==> config.mk <==
export PLATFORM = sky130hd
export DESIGN_NAME = login_failure_lockout_table_unit_flat
export DESIGN_NICKNAME = d
export VERILOG_FILES = /design/src/design/lfl_pkg.sv /design/src/design/lfl_in_if.sv /design/src/design/lfl_out_if.sv /design/src/design/lfl_cell.sv /design/src/design/login_failure_lockout_table_unit.sv /design/src/flat_wrapper.sv
export VERILOG_INCLUDE_DIRS = /design/src /design/src/design
export SDC_FILE = /design/constraint.sdc
export NUM_CORES = 2
export LEC_CHECK = 0
export ABC_AREA = 1
export BUFFER_PORTS_ARGS = -buffer_cell sky130_fd_sc_hd__buf_2
export CORE_ASPECT_RATIO = 1.4
export CORE_MARGIN = 1.5
export CORE_UTILIZATION = 57
export DETAILED_ROUTE_END_ITERATION = 6
export PLACE_DENSITY_LB_ADDON = 0.1
export SETUP_SLACK_MARGIN = 0.2
export SLEW_MARGIN = 40
export SYNTH_ARGS = -nofsm -noshare
export SYNTH_HDL_FRONTEND = slang
export SYNTH_SLANG_ARGS = --single-unit
==> constraint.sdc <==
create_clock -name clk -period 4.3 [get_ports clk]
set_input_delay 0.86 -clock clk [delete_from_list [all_inputs] [get_ports clk]]
set_output_delay 0.86 -clock clk [all_outputs]
set_load 0.03 [all_outputs]
==> src/design/login_failure_lockout_table_unit_assert.svh <==
// Assertion macros for the login lockout table.
`ifndef LOGIN_FAILURE_LOCKOUT_TABLE_UNIT_ASSERT_SVH
`define LOGIN_FAILURE_LOCKOUT_TABLE_UNIT_ASSERT_SVH

// Same-cycle implication.
`define LFL_ASSERT_NOW(label, clk, rst_n, ante, cons) \
    label: assert property (@(posedge clk) disable iff (!rst_n) (ante) |-> (cons)) \
        else $error("assertion failed");

// Next-cycle implication.
`define LFL_ASSERT_NEXT(label, clk, rst_n, ante, cons) \
    label: assert property (@(posedge clk) disable iff (!rst_n) (ante) |=> (cons)) \
        else $error("assertion failed");

`endif

==> src/design/lfl_pkg.sv <==
// Shared types and constants for the login lockout table.
package lfl_pkg;

    localparam int TABLE_ENTRIES_DEF = 16;

    localparam logic [1:0] VERDICT_ADMIT  = 2'd0;
    localparam logic [1:0] VERDICT_LOCKED = 2'd1;
    localparam logic [1:0] VERDICT_WRONG  = 2'd2;

    localparam logic [1:0] CFG_TRY_LIMIT     = 2'd0;
    localparam logic [1:0] CFG_FAILURE_WIN   = 2'd1;
    localparam logic [1:0] CFG_LOCK_DURATION = 2'd2;

    localparam logic [7:0]  TRY_LIMIT_RST     = 8'd5;
    localparam logic [31:0] FAILURE_WIN_RST   = 32'd300;
    localparam logic [31:0] LOCK_DURATION_RST = 32'd900;

    // Lookup token walking down the cell chain.
    typedef struct packed {
        logic        valid;
        logic        hit;
        logic        free_found;
        logic        locked;
        logic [7:0]  count;
        logic [31:0] last_fail;
        logic [31:0] lock_start;
    } lfl_tok_t;

    // Update command broadcast to all cells.
    typedef struct packed {
        logic        write_en;
        logic        clear_en;
        logic        locked;
        logic [7:0]  count;
        logic [31:0] last_fail;
        logic [31:0] lock_start;
    } lfl_wr_t;

endpackage

==> src/design/lfl_in_if.sv <==
// Login attempt request channel.
interface lfl_in_if;
    logic        valid;
    logic        ready;
    logic [31:0] client_addr;
    logic [31:0] now_s;
    logic        credentials_ok;

    modport source (output valid, output client_addr, output now_s, output credentials_ok,
                    input ready);
    modport sink (input valid, input client_addr, input now_s, input credentials_ok,
                  output ready);
endinterface

==> src/design/lfl_out_if.sv <==
// Login verdict result channel.
interface lfl_out_if;
    logic       valid;
    logic       ready;
    logic [1:0] verdict;
    logic [7:0] fail_count_now;
    logic       record_dropped;

    modport source (output valid, output verdict, output fail_count_now,
                    output record_dropped, input ready);
    modport sink (input valid, input verdict, input fail_count_now, input record_dropped,
                  output ready);
endinterface

==> src/design/lfl_cell.sv <==
// One table record with its lookup stage in the cell chain.
module lfl_cell #(
    parameter int IDX_W = 4,
    parameter int IDX   = 0
) (
    input  logic               clk,
    input  logic               rst_n,
    input  logic [31:0]        req_addr,
    input  lfl_pkg::lfl_tok_t  tok_in,
    input  logic [IDX_W-1:0]   hit_idx_in,
    input  logic [IDX_W-1:0]   free_idx_in,
    output lfl_pkg::lfl_tok_t  tok_out,
    output logic [IDX_W-1:0]   hit_idx_out,
    output logic [IDX_W-1:0]   free_idx_out,
    input  lfl_pkg::lfl_wr_t   wr,
    input  logic [IDX_W-1:0]   wr_idx,
    input  logic [IDX_W-1:0]   clr_idx
);

    localparam logic [IDX_W-1:0] MY_IDX = IDX_W'(IDX);

    logic        valid_reg;
    logic [31:0] addr_reg;
    logic        locked_reg;
    logic [7:0]  count_reg;
    logic [31:0] last_fail_reg;
    logic [31:0] lock_start_reg;

    lfl_pkg::lfl_tok_t tok_reg, tok_next;
    logic [IDX_W-1:0]  hit_idx_reg, hit_idx_next;
    logic [IDX_W-1:0]  free_idx_reg, free_idx_next;

    logic me_hit;
    logic me_write;

    assign me_hit   = valid_reg && (addr_reg == req_addr);
    assign me_write = wr.write_en && (wr_idx == MY_IDX);

    always_comb
    begin
        tok_next      = tok_in;
        hit_idx_next  = hit_idx_in;
        free_idx_next = free_idx_in;
        if (tok_in.valid && !tok_in.hit && me_hit)
        begin
            tok_next.hit        = 1'b1;
            tok_next.locked     = locked_reg;
            tok_next.count      = count_reg;
            tok_next.last_fail  = last_fail_reg;
            tok_next.lock_start = lock_start_reg;
            hit_idx_next        = MY_IDX;
        end
        if (tok_in.valid && !tok_in.free_found && !valid_reg)
        begin
            tok_next.free_found = 1'b1;
            free_idx_next       = MY_IDX;
        end
    end

    always_ff @(posedge clk or negedge rst_n)
    begin
        if (!rst_n)
        begin
            tok_reg   <= '0;
            valid_reg <= 1'b0;
        end
        else
        begin
            tok_reg <= tok_next;
            if (me_write)
                valid_reg <= 1'b1;
            else if (wr.clear_en && (clr_idx == MY_IDX))
                valid_reg <= 1'b0;
        end
    end

    always_ff @(posedge clk)
    begin
        hit_idx_reg  <= hit_idx_next;
        free_idx_reg <= free_idx_next;
        if (me_write)
        begin
            addr_reg       <= req_addr;
            locked_reg     <= wr.locked;
            count_reg      <= wr.count;
            last_fail_reg  <= wr.last_fail;
            lock_start_reg <= wr.lock_start;
        end
    end

    assign tok_out      = tok_reg;
    assign hit_idx_out  = hit_idx_reg;
    assign free_idx_out = free_idx_reg;

endmodule

==> src/design/login_failure_lockout_table_unit.sv <==
// A request is accepted in the idle state; its lookup token walks the cell chain one record
// per cycle, then the EVAL and UPD states evaluate it and update the table, and UPD waits
// for a free output register. Only one request is in flight at a time.
// A new request is taken while the previous verdict waits in the output register.
// Reset: all records invalid, registers at defaults; no clearing pass is needed.
module login_failure_lockout_table_unit #(
    parameter int TABLE_ENTRIES = lfl_pkg::TABLE_ENTRIES_DEF
) (
    input  logic        clk,
    input  logic        rst_n,
    lfl_in_if.sink      attempt,
    lfl_out_if.source   result,
    input  logic        cfg_we,
    input  logic [1:0]  cfg_index,
    input  logic [31:0] cfg_data
);

    `include "login_failure_lockout_table_unit_assert.svh"

    localparam int IDX_W = (TABLE_ENTRIES > 1) ? $clog2(TABLE_ENTRIES) : 1;

    localparam logic [1:0] ST_IDLE = 2'd0;
    localparam logic [1:0] ST_SCAN = 2'd1;
    localparam logic [1:0] ST_EVAL = 2'd2;
    localparam logic [1:0] ST_UPD  = 2'd3;

    logic [1:0]  state_reg, state_next;
    logic [7:0]  try_limit_reg;
    logic [31:0] failure_win_reg;
    logic [31:0] lock_duration_reg;

    logic [31:0] req_addr_reg;
    logic [31:0] req_now_reg;
    logic        req_ok_reg;
    logic        start_reg;

    lfl_pkg::lfl_tok_t tok_chain [0:TABLE_ENTRIES];
    logic [IDX_W-1:0]  hit_chain [0:TABLE_ENTRIES];
    logic [IDX_W-1:0]  free_chain [0:TABLE_ENTRIES];

    lfl_pkg::lfl_tok_t fin_tok_reg;
    logic [IDX_W-1:0]  fin_hit_idx_reg;
    logic [IDX_W-1:0]  fin_free_idx_reg;
    logic              exp_reg;
    logic              win_reg;

    lfl_pkg::lfl_wr_t  wr;
    logic [IDX_W-1:0]  wr_idx;
    logic [IDX_W-1:0]  clr_idx;

    logic        out_valid_reg;
    logic [1:0]  out_verdict_reg, verdict_next;
    logic [7:0]  out_count_reg, count_next;
    logic        out_dropped_reg, dropped_next;

    logic accept;
    logic go;

    assign accept = attempt.valid && attempt.ready;
    assign attempt.ready = (state_reg == ST_IDLE);
    assign go = (state_reg == ST_UPD) && (!out_valid_reg || result.ready);

    always_comb
    begin
        tok_chain[0]       = '0;
        tok_chain[0].valid = start_reg;
        hit_chain[0]       = '0;
        free_chain[0]      = '0;
    end

    for (genvar i = 0; i < TABLE_ENTRIES; i++)
    begin : g_cell
        lfl_cell #(
            .IDX_W (IDX_W),
            .IDX   (i)
        ) u_cell (
            .clk          (clk),
            .rst_n        (rst_n),
            .req_addr     (req_addr_reg),
            .tok_in       (tok_chain[i]),
            .hit_idx_in   (hit_chain[i]),
            .free_idx_in  (free_chain[i]),
            .tok_out      (tok_chain[i+1]),
            .hit_idx_out  (hit_chain[i+1]),
            .free_idx_out (free_chain[i+1]),
            .wr           (wr),
            .wr_idx       (wr_idx),
            .clr_idx      (clr_idx)
        );
    end

    always_comb
    begin
        state_next = state_reg;
        case (state_reg)
            ST_IDLE: if (accept) state_next = ST_SCAN;
            ST_SCAN: if (tok_chain[TABLE_ENTRIES].valid) state_next = ST_EVAL;
            ST_EVAL: state_next = ST_UPD;
            ST_UPD:  if (go) state_next = ST_IDLE;
            default: state_next = ST_IDLE;
        endcase
    end

    // Verdict and table update
    always_comb
    begin
        logic       refused;
        logic       eff_hit;
        logic       room;
        logic [7:0] base;
        logic [7:0] newc;
        logic       lock_now;
        logic       new_lock;

        refused  = fin_tok_reg.hit && fin_tok_reg.locked && !exp_reg;
        eff_hit  = fin_tok_reg.hit && !exp_reg;
        room     = fin_tok_reg.free_found || exp_reg;
        base     = win_reg ? 8'd0 : fin_tok_reg.count;
        newc     = (base == 8'hFF) ? base : base + 8'd1;
        lock_now = (newc >= try_limit_reg);
        new_lock = (try_limit_reg <= 8'd1);

        wr           = '0;
        wr_idx       = fin_hit_idx_reg;
        clr_idx      = fin_hit_idx_reg;
        verdict_next = lfl_pkg::VERDICT_WRONG;
        count_next   = 8'd0;
        dropped_next = 1'b0;

        if (refused)
        begin
            verdict_next = lfl_pkg::VERDICT_LOCKED;
            count_next   = fin_tok_reg.count;
        end
        else if (req_ok_reg)
        begin
            verdict_next = lfl_pkg::VERDICT_ADMIT;
            wr.clear_en  = fin_tok_reg.hit;
        end
        else if (eff_hit)
        begin
            wr.write_en   = 1'b1;
            wr.count      = newc;
            wr.last_fail  = req_now_reg;
            wr.locked     = lock_now || fin_tok_reg.locked;
            wr.lock_start = lock_now ? req_now_reg : fin_tok_reg.lock_start;
            count_next    = newc;
        end
        else if (!room)
        begin
            dropped_next = 1'b1;
        end
        else
        begin
            // expired record is freed; lowest free slot may be that record
            wr.clear_en   = exp_reg;
            wr.write_en   = 1'b1;
            wr_idx        = (fin_tok_reg.free_found &&
                             (!exp_reg || (fin_free_idx_reg < fin_hit_idx_reg))) ?
                            fin_free_idx_reg : fin_hit_idx_reg;
            wr.count      = 8'd1;
            wr.last_fail  = req_now_reg;
            wr.locked     = new_lock;
            wr.lock_start = new_lock ? req_now_reg : 32'd0;
            count_next    = 8'd1;
        end

        if (!go)
        begin
            wr.write_en = 1'b0;
            wr.clear_en = 1'b0;
        end
    end

    always_ff @(posedge clk or negedge rst_n)
    begin
        if (!rst_n)
        begin
            state_reg         <= ST_IDLE;
            start_reg         <= 1'b0;
            out_valid_reg     <= 1'b0;
            try_limit_reg     <= lfl_pkg::TRY_LIMIT_RST;
            failure_win_reg   <= lfl_pkg::FAILURE_WIN_RST;
            lock_duration_reg <= lfl_pkg::LOCK_DURATION_RST;
        end
        else
        begin
            state_reg <= state_next;
            start_reg <= accept;
            if (go)
                out_valid_reg <= 1'b1;
            else if (result.ready)
                out_valid_reg <= 1'b0;
            if (cfg_we)
            begin
                case (cfg_index)
                    lfl_pkg::CFG_TRY_LIMIT:     try_limit_reg     <= cfg_data[7:0];
                    lfl_pkg::CFG_FAILURE_WIN:   failure_win_reg   <= cfg_data;
                    lfl_pkg::CFG_LOCK_DURATION: lock_duration_reg <= cfg_data;
                    default: ;
                endcase
            end
        end
    end

    always_ff @(posedge clk)
    begin
        if (accept)
        begin
            req_addr_reg <= attempt.client_addr;
            req_now_reg  <= attempt.now_s;
            req_ok_reg   <= attempt.credentials_ok;
        end
        if (tok_chain[TABLE_ENTRIES].valid)
        begin
            fin_tok_reg      <= tok_chain[TABLE_ENTRIES];
            fin_hit_idx_reg  <= hit_chain[TABLE_ENTRIES];
            fin_free_idx_reg <= free_chain[TABLE_ENTRIES];
        end
        if (state_reg == ST_EVAL)
        begin
            exp_reg <= fin_tok_reg.hit && fin_tok_reg.locked &&
                       ((req_now_reg - fin_tok_reg.lock_start) >= lock_duration_reg);
            win_reg <= ((req_now_reg - fin_tok_reg.last_fail) >= failure_win_reg);
        end
        if (go)
        begin
            out_verdict_reg <= verdict_next;
            out_count_reg   <= count_next;
            out_dropped_reg <= dropped_next;
        end
    end

    assign result.valid          = out_valid_reg;
    assign result.verdict        = out_verdict_reg;
    assign result.fail_count_now = out_count_reg;
    assign result.record_dropped = out_dropped_reg;

    `LFL_ASSERT_NOW(a_tok_in_scan, clk, rst_n, tok_chain[TABLE_ENTRIES].valid, state_reg == ST_SCAN)
    `LFL_ASSERT_NEXT(a_accept_starts, clk, rst_n, accept, start_reg && (state_reg == ST_SCAN))
    `LFL_ASSERT_NEXT(a_go_loads_out, clk, rst_n, go, out_valid_reg && (state_reg == ST_IDLE))
    `LFL_ASSERT_NOW(a_locked_no_drop, clk, rst_n, out_valid_reg && (out_verdict_reg == lfl_pkg::VERDICT_LOCKED), !out_dropped_reg)

endmodule

==> src/flat_wrapper.sv <==
// flat-port wrapper written by rule: the top's interface ports become plain ports
module login_failure_lockout_table_unit_flat 
#(
    parameter int TABLE_ENTRIES = lfl_pkg::TABLE_ENTRIES_DEF
)
  (clk, rst_n, cfg_we, cfg_index, cfg_data, attempt_valid, attempt_client_addr, attempt_now_s, attempt_credentials_ok, attempt_ready, result_valid, result_verdict, result_fail_count_now, result_record_dropped, result_ready);
  lfl_in_if attempt_i ();
  lfl_out_if result_i ();
  input  logic clk;
  input  logic rst_n;
  input  logic cfg_we;
  input  logic [1:0] cfg_index;
  input  logic [31:0] cfg_data;
  input wire logic [$bits(attempt_i.valid)-1:0] attempt_valid;
  input wire logic [$bits(attempt_i.client_addr)-1:0] attempt_client_addr;
  input wire logic [$bits(attempt_i.now_s)-1:0] attempt_now_s;
  input wire logic [$bits(attempt_i.credentials_ok)-1:0] attempt_credentials_ok;
  output wire logic [$bits(attempt_i.ready)-1:0] attempt_ready;
  output wire logic [$bits(result_i.valid)-1:0] result_valid;
  output wire logic [$bits(result_i.verdict)-1:0] result_verdict;
  output wire logic [$bits(result_i.fail_count_now)-1:0] result_fail_count_now;
  output wire logic [$bits(result_i.record_dropped)-1:0] result_record_dropped;
  input wire logic [$bits(result_i.ready)-1:0] result_ready;
  assign attempt_i.valid = attempt_valid;
  assign attempt_i.client_addr = attempt_client_addr;
  assign attempt_i.now_s = attempt_now_s;
  assign attempt_i.credentials_ok = attempt_credentials_ok;
  assign attempt_ready = attempt_i.ready;
  assign result_valid = result_i.valid;
  assign result_verdict = result_i.verdict;
  assign result_fail_count_now = result_i.fail_count_now;
  assign result_record_dropped = result_i.record_dropped;
  assign result_i.ready = result_ready;
  login_failure_lockout_table_unit #(.TABLE_ENTRIES(TABLE_ENTRIES)) u_core (.clk(clk), .rst_n(rst_n), .attempt(attempt_i), .result(result_i), .cfg_we(cfg_we), .cfg_index(cfg_index), .cfg_data(cfg_data));
endmodule
Yosys cells after proc, flatten, opt, wreduce, memory -nomap -nowiden
Cells that the tools add are included.

operators by class
  $lt $le $gt $ge = 5
  eq/ne operators = 55
  muxes and demuxes = 112
  reduce and logical (&&, ||, !) cells = 195
  add/subtract/negate cells = 3

operator list
  kind                                                  number
  2-to-1 mux 73 bit                                     18
  equality test 32 bit                                  16
  2-to-1 mux 75 bit                                     2
  logical AND 1 bit                                     117
  2-to-1 mux 1 bit                                      74
  equality test 4 bit (second input constant)           16
  greater-or-equal comparator 32 bit                    2
  2-to-1 mux 32 bit                                     2
  subtractor 32 bit                                     2
  logical NOT 1 bit                                     48
  2-to-1 mux 8 bit                                      5
  nonzero test 2 bit                                    17
  equality test 4 x 3 -> 1 bit (second input constant)  8
  2-to-1 mux 4 bit                                      5
  equality test 4 x 2 -> 1 bit (second input constant)  4
  2-to-1 mux 2 bit                                      5
  adder 8 x 1 -> 8 bit (second input constant)          1
  equality test 4 x 1 -> 1 bit (second input constant)  2
  equality test 8 bit (second input constant)           1
  greater-or-equal comparator 8 bit                     1
  <= comparator 8 x 1 -> 1 bit (second input constant)  1
  logical NOT 4 bit                                     2
  case mux 2 bit (4 select lines)                       1
  equality test 2 bit (second input constant)           3
  9 further kinds                                       17

storage, ports and cells
  output and inout bits = 13
  input bits = 104
  flip-flop bits (word level) = 3,269
  logic and storage cells = 630

Longest topological paths before layout
  word-level depth = 12
  depth in mapped cells = 25
  depth with buffers taken out = 25

Hierarchy
A second synthesis with hierarchy kept.

unflattened totals
  cells, all modules = 11,246
  area, all modules = 128,610.8 um^2

by module, submodules not included
  module                                   area each (um^2)  sequential area each (um^2)  cells each  instances
  lfl_cell (u_core.g_cell[10].u_cell ...)  7,090.6           5,240.0                      583         4
  login_failure_lockout_table_unit         15,327.2          6,749.0                      1,937       1
  lfl_cell (u_core.g_cell[13].u_cell ...)  7,078.0           5,240.0                      581         2
  lfl_cell (u_core.g_cell[1].u_cell ...)   7,075.5           5,240.0                      583         2
  lfl_cell (u_core.g_cell[11].u_cell ...)  7,073.0           5,240.0                      580         2
  lfl_cell (u_core.g_cell[4].u_cell ...)   7,065.5           5,240.0                      581         2
  lfl_cell (u_core.g_cell[3].u_cell)       7,099.3           5,240.0                      581         1
  lfl_cell (u_core.g_cell[12].u_cell)      7,084.3           5,240.0                      582         1
  lfl_cell (u_core.g_cell[0].u_cell)       7,080.5           5,240.0                      583         1
  lfl_cell (u_core.g_cell[15].u_cell)      7,073.0           5,240.0                      581         1

Least setup slack after synthesis
No wires, ideal clock.

  kind = register -> register
  start = reg u_core.fin_hit_idx_reg[1], in the netlist u_core.clr_idx[1]
  end = reg u_core.g_cell[0].u_cell.addr_reg[0], enable pin
  arrival time = 3,794 ps
  setup slack = 47 ps
  period minus slack after synthesis = 4,253 ps
  cell stages (with the launch flop) = 14
  buffers on the path = 0
  data required time = 3,841 ps
  path through = edfxtp_1 > inv_1 > ha_1 > nand2_1 > nand2_1 > nand2_1 > nand2_1 > nand2_1 > nand2_1 > nand2_1 > nand3_1 > nor2_1 > nand2_1 > inv_1

on the way
  word-level cells in the longest chain between the ends = 10

RTL lines
  what                                  line                                     source
  start: declaration                    login_failure_lockout_table_unit.sv:42   logic [IDX_W-1:0] fin_hit_idx_reg;
  start signal: assignment              login_failure_lockout_table_unit.sv:217  fin_hit_idx_reg <= hit_chain[TABLE_ENTRIES];
  less-than comparator 4 bit            login_failure_lockout_table_unit.sv:159  (!exp_reg || (fin_free_idx_reg < fin_hit_idx_reg))) ?
  logical OR 1 bit                      login_failure_lockout_table_unit.sv:159
  logical AND 1 bit                     login_failure_lockout_table_unit.sv:158  wr_idx = (fin_tok_reg.free_found &&
  2-to-1 mux 4 bit                      login_failure_lockout_table_unit.sv:159
  2-to-1 mux 4 bit                      login_failure_lockout_table_unit.sv:149  else if (!room)
  2-to-1 mux 4 bit                      login_failure_lockout_table_unit.sv:140  else if (eff_hit)
  2-to-1 mux 4 bit                      login_failure_lockout_table_unit.sv:135  else if (req_ok_reg)
  2-to-1 mux 4 bit (*)                  login_failure_lockout_table_unit.sv:130  if (refused)
  logical NOT 4 bit (*)                 lfl_cell.sv:37                           assign me_write = wr.write_en && (wr_idx == MY_IDX);
  logical AND 1 bit (*)                 lfl_cell.sv:37
  via u_core.g_cell[0].u_cell.me_write  lfl_cell.sv:34                           logic me_write;
  end signal: assignment                lfl_cell.sv:83                           addr_reg <= req_addr;
  end: declaration                      lfl_cell.sv:23                           logic [31:0] addr_reg;

Mark *: on every way through the listed nets, which the timed path passes. The rest lies on a longest branch.
A chain may end at the register's enable or synchronous reset.

Worst setup path in the final report
  start = reg u_core.req_now_reg[17]
  end = reg u_core.exp_reg, data pin

on the way
  word-level cells in the longest chain between the ends = 3

RTL lines
  what                                line                                     source
  start: declaration                  login_failure_lockout_table_unit.sv:33   logic [31:0] req_now_reg;
  start signal: assignment            login_failure_lockout_table_unit.sv:211  req_now_reg <= attempt.now_s;
  subtractor 32 bit                   login_failure_lockout_table_unit.sv:223  ((req_now_reg - fin_tok_reg.lock_start) >= lock_duration_reg);
  greater-or-equal comparator 32 bit  login_failure_lockout_table_unit.sv:223
  logical AND 1 bit                   login_failure_lockout_table_unit.sv:222  exp_reg <= fin_tok_reg.hit && fin_tok_reg.locked &&
  end signal: assignment              login_failure_lockout_table_unit.sv:222
  end: declaration                    login_failure_lockout_table_unit.sv:44   logic exp_reg;

Every way passes these cells.

==> flow_metrics.env <==
export IMPL_max_clock_freq_mhz=259
export IMPL_cts_buffers=304
export IMPL_crit_start="u_core.req_now_reg[17]"
export IMPL_critical_path_class="flip-flop to flip-flop"
export IMPL_route_detailed_drc=2
export IMPL_drive_above_1_share_pct=9.85
export IMPL_async_flop_share_pct=40.3
export IMPL_antenna_found_initial=11
export IMPL_ys_seq_elements=3247
export IMPL_cts_max_path_buffers=4
export IMPL_cts_tree="yes"
export IMPL_core_area_mm2=0.215
export IMPL_setup_viol=0
export IMPL_post_dp_cell_area_mm2=0.129
export IMPL_insertion_delay_ps=860
export IMPL_r2r_slack_ps=440
export IMPL_grt_ovfl_total=0
export IMPL_cp_max_fo=5
export IMPL_cp_required_ps=5040
export IMPL_drv_cap=0
export IMPL_die_y_um=553
export IMPL_synth_area_mm2=0.123
export IMPL_grt_pass1_wl_um=495000
export IMPL_vias_per_cell=5.62
export IMPL_period_minus_slack_ps=3860
export IMPL_largest_reg_flops=1216
export IMPL_wl_per_cell_um=24.1
export IMPL_drt_wl_total_um=331000
export IMPL_dieArea_mm2=0.219
export IMPL_rr_worst_depth=18
export IMPL_start_kind="flip-flop"
export IMPL_final_core_util_pct=64.8
export IMPL_start_util_pct=57.4
export IMPL_areaGrowthSynthToFinish_pct=12.9
export IMPL_synth_nets=10600
export IMPL_max_vdd_ir_drop_mv=0.421
export IMPL_maxSlewViolCount=0
export IMPL_syn_area_per_cell_um2=11.9
export IMPL_post_route_cell_area_mm2=0.139
export IMPL_end_kind="flip-flop"
export IMPL_gp_routability_congestion=1.02
export IMPL_period_share_pct=89.8
export IMPL_cp_data_arrival_time_ps=4600
export IMPL_power_density_mw_per_mm2=513
export IMPL_worstMarginPinSlew_ps=1010
export IMPL_cts_root_buf="clkbuf_16"
export IMPL_num_rows=201
export IMPL_hpwl_um=216000
export IMPL_rsz0062_at_grt="no"
export IMPL_ys_types=52
export IMPL_dp_slack_ps=227
export IMPL_finalHoldViolCount=0
export IMPL_grt_max_degree=137
export IMPL_grtUsageTotal_pct=30.4
export IMPL_setup_ws_ps=437
export IMPL_drt_iter0_drc=6468
export IMPL_setup_tns_ps=0
export IMPL_slew_headroom_pct=32.7
export IMPL_leakagePower_nw=61.6
export IMPL_finClkSkew_ps=54.6
export IMPL_crit_end="u_core.exp_reg"
export IMPL_status="finished, violations left"
export IMPL_dr_pass1_iters=7
export IMPL_io_pins=117
export IMPL_syn_inst=10300
export IMPL_dr_total_vias=77300
export IMPL_die_w_um=396
export IMPL_ys_seq_area_share_pct=73.1
export IMPL_clk_pin_slew_worst_paths_ps=70
export IMPL_cts_sinks=3247
export IMPL_violations="design-rule violations"
export IMPL_ys_flop_type="edfxtp_1"
export IMPL_nNetsFinal=10900
export IMPL_hp_class="primary input to flip-flop"
export IMPL_reg2reg_from="u_core.req_now_reg[17]"
export IMPL_io_buffers=116
export IMPL_synth_warnings=0
export IMPL_grt_pass1_vias=78600
export IMPL_ant_nets=0
export IMPL_synth_edf_count=1841
export IMPL_htree_levels=5
export IMPL_regToRegEndpoint="u_core.exp_reg"
## repair_timing
action	CTS	global route
buffers inserted	0	1
resized for setup	0	11
hold buffers	1	0
endpoints found under the setup margin	0	520
endpoints found under the hold margin	35	0
## cell usage in the layout, fill, tap and decap left out, types with 134 or more instances in the layout
master,netlist,final
a21oi_1,137,134
buf_4,50,270
clkbuf_16,0,310
dfrtp_1,1298,1297
edfxtp_1,1841,1841
ha_1,142,142
inv_1,582,563
nand2_1,3191,3186
nand3_1,449,436
nand4_1,137,137
nor2_1,383,366
o21ai_0,888,887
xnor2_1,147,147
xor2_1,148,148
## power breakdown
| group | switching (mW) | internal, mW |
|---|---|---|
| Clock | 11.3 | 14.9 |
| Combinational | 6.77 | 2.71 |
| Sequential | 0.692 | 34.9 |
## cell families (layout without fill, tap and decap cells)
logic type	Yosys count	count (layout)	share of synthesized area [%]
buffers and inverters	1091	1655	3.93
AO/OA/AOI/OAI	1166	1166	4.93
adder cells (fa/ha/maj)	144	144	1.48
flip-flops	3247	3247	73.1
AND/OR/NAND/NOR	4385	4385	14.5
other	0	12	0
XOR/XNOR	295	295	2.10
## worst max-delay path: stages (launching register included)
cell	delay, ps
edfxtp_1	430
buf_4	180
ha_1	360
a21oi_1	260
o21ai_0	280
a21oi_2	400
nand3_2	250
nand2_1	110
inv_1	40
nor2_1	280
ha_1	180
nand2_1	40
nor2_1	90
nand2_1	80
nor3_1	250
nand4_1	130
nand3_1	220
nand2_1	70
inv_1	60
## cell usage after synthesis, types with 24 or more instances
cell type	count	area [um2]
a21oi_1	137	686
buf_2	193	966
buf_4	50	375
buf_6	38	428
clkbuf_1	199	747
dfrtp_1	1298	32500
dfxtp_1	98	1960
edfxtp_1	1841	55300
ha_1	142	1780
inv_1	582	2180
nand2_1	3191	12000
nand3_1	449	2250
nand3b_1	24	180
nand4_1	137	857
nor2_1	383	1440
nor3_1	132	661
o21ai_0	888	4440
o22ai_1	78	488
or2_2	32	200
xnor2_1	147	1290
xor2_1	148	1300
## layout make-up
cell class	count	area, um2
Sequential cell	3247	90000
Fill cell	16100	75500
Multi-Input combinational cell	5990	28600
Clock buffer	439	8660
Timing Repair Buffer	507	4930
Tap cell	2842	3560
Inverter	604	2330
Clock inverter	105	966
Antenna cell	12	30.0
## worst min path at each step
| stage | start | to | slack, ps | cells past startpoint |
|---|---|---|---|---|
| detailed placement | u_core.g_cell[3].u_cell.tok_out[75] | u_core.g_cell[4].u_cell.tok_out[75] | 390 | 0 |
| floorplan | u_core.g_cell[0].u_cell.tok_out[75] | u_core.g_cell[1].u_cell.tok_out[75] | 370 | 0 |
| global placement | u_core.g_cell[14].u_cell.tok_out[75] | u_core.g_cell[15].u_cell.tok_out[75] | 380 | 0 |
| CTS | attempt_now_s[2] | u_core.req_now_reg[2] | 130 | 1 |
| finish | attempt_now_s[5] | u_core.req_now_reg[5] | 180 | 1 |
| global route | attempt_client_addr[23] | u_core.req_addr_reg[23] | 160 | 1 |
## through the flow
stage                     hold WS [ps]  power (mW)  instances
after detailed placement           387        45.6      13200
after global placement             383        45.4      13200
final                              182        71.3      13700
after floorplan                    367        41.2      10300
after global routing               158        73.8      13700
after CTS                          134        71.6      13700
## layer usage
metal | part of all wire, % | routed length (um) | track usage, % | up-vias
met5 | 0.0051 | 17 | 0 | -
met4 | 5.8 | 19200 | 15.6 | 2
met3 | 5.4 | 18000 | 4.27 | 777
met2 | 52 | 171000 | 53.8 | 2654
met1 | 37 | 123000 | 36.1 | 38700
li1 | - | - | - | 35200
No activity file was read; power rests on OpenSTA's default activity.
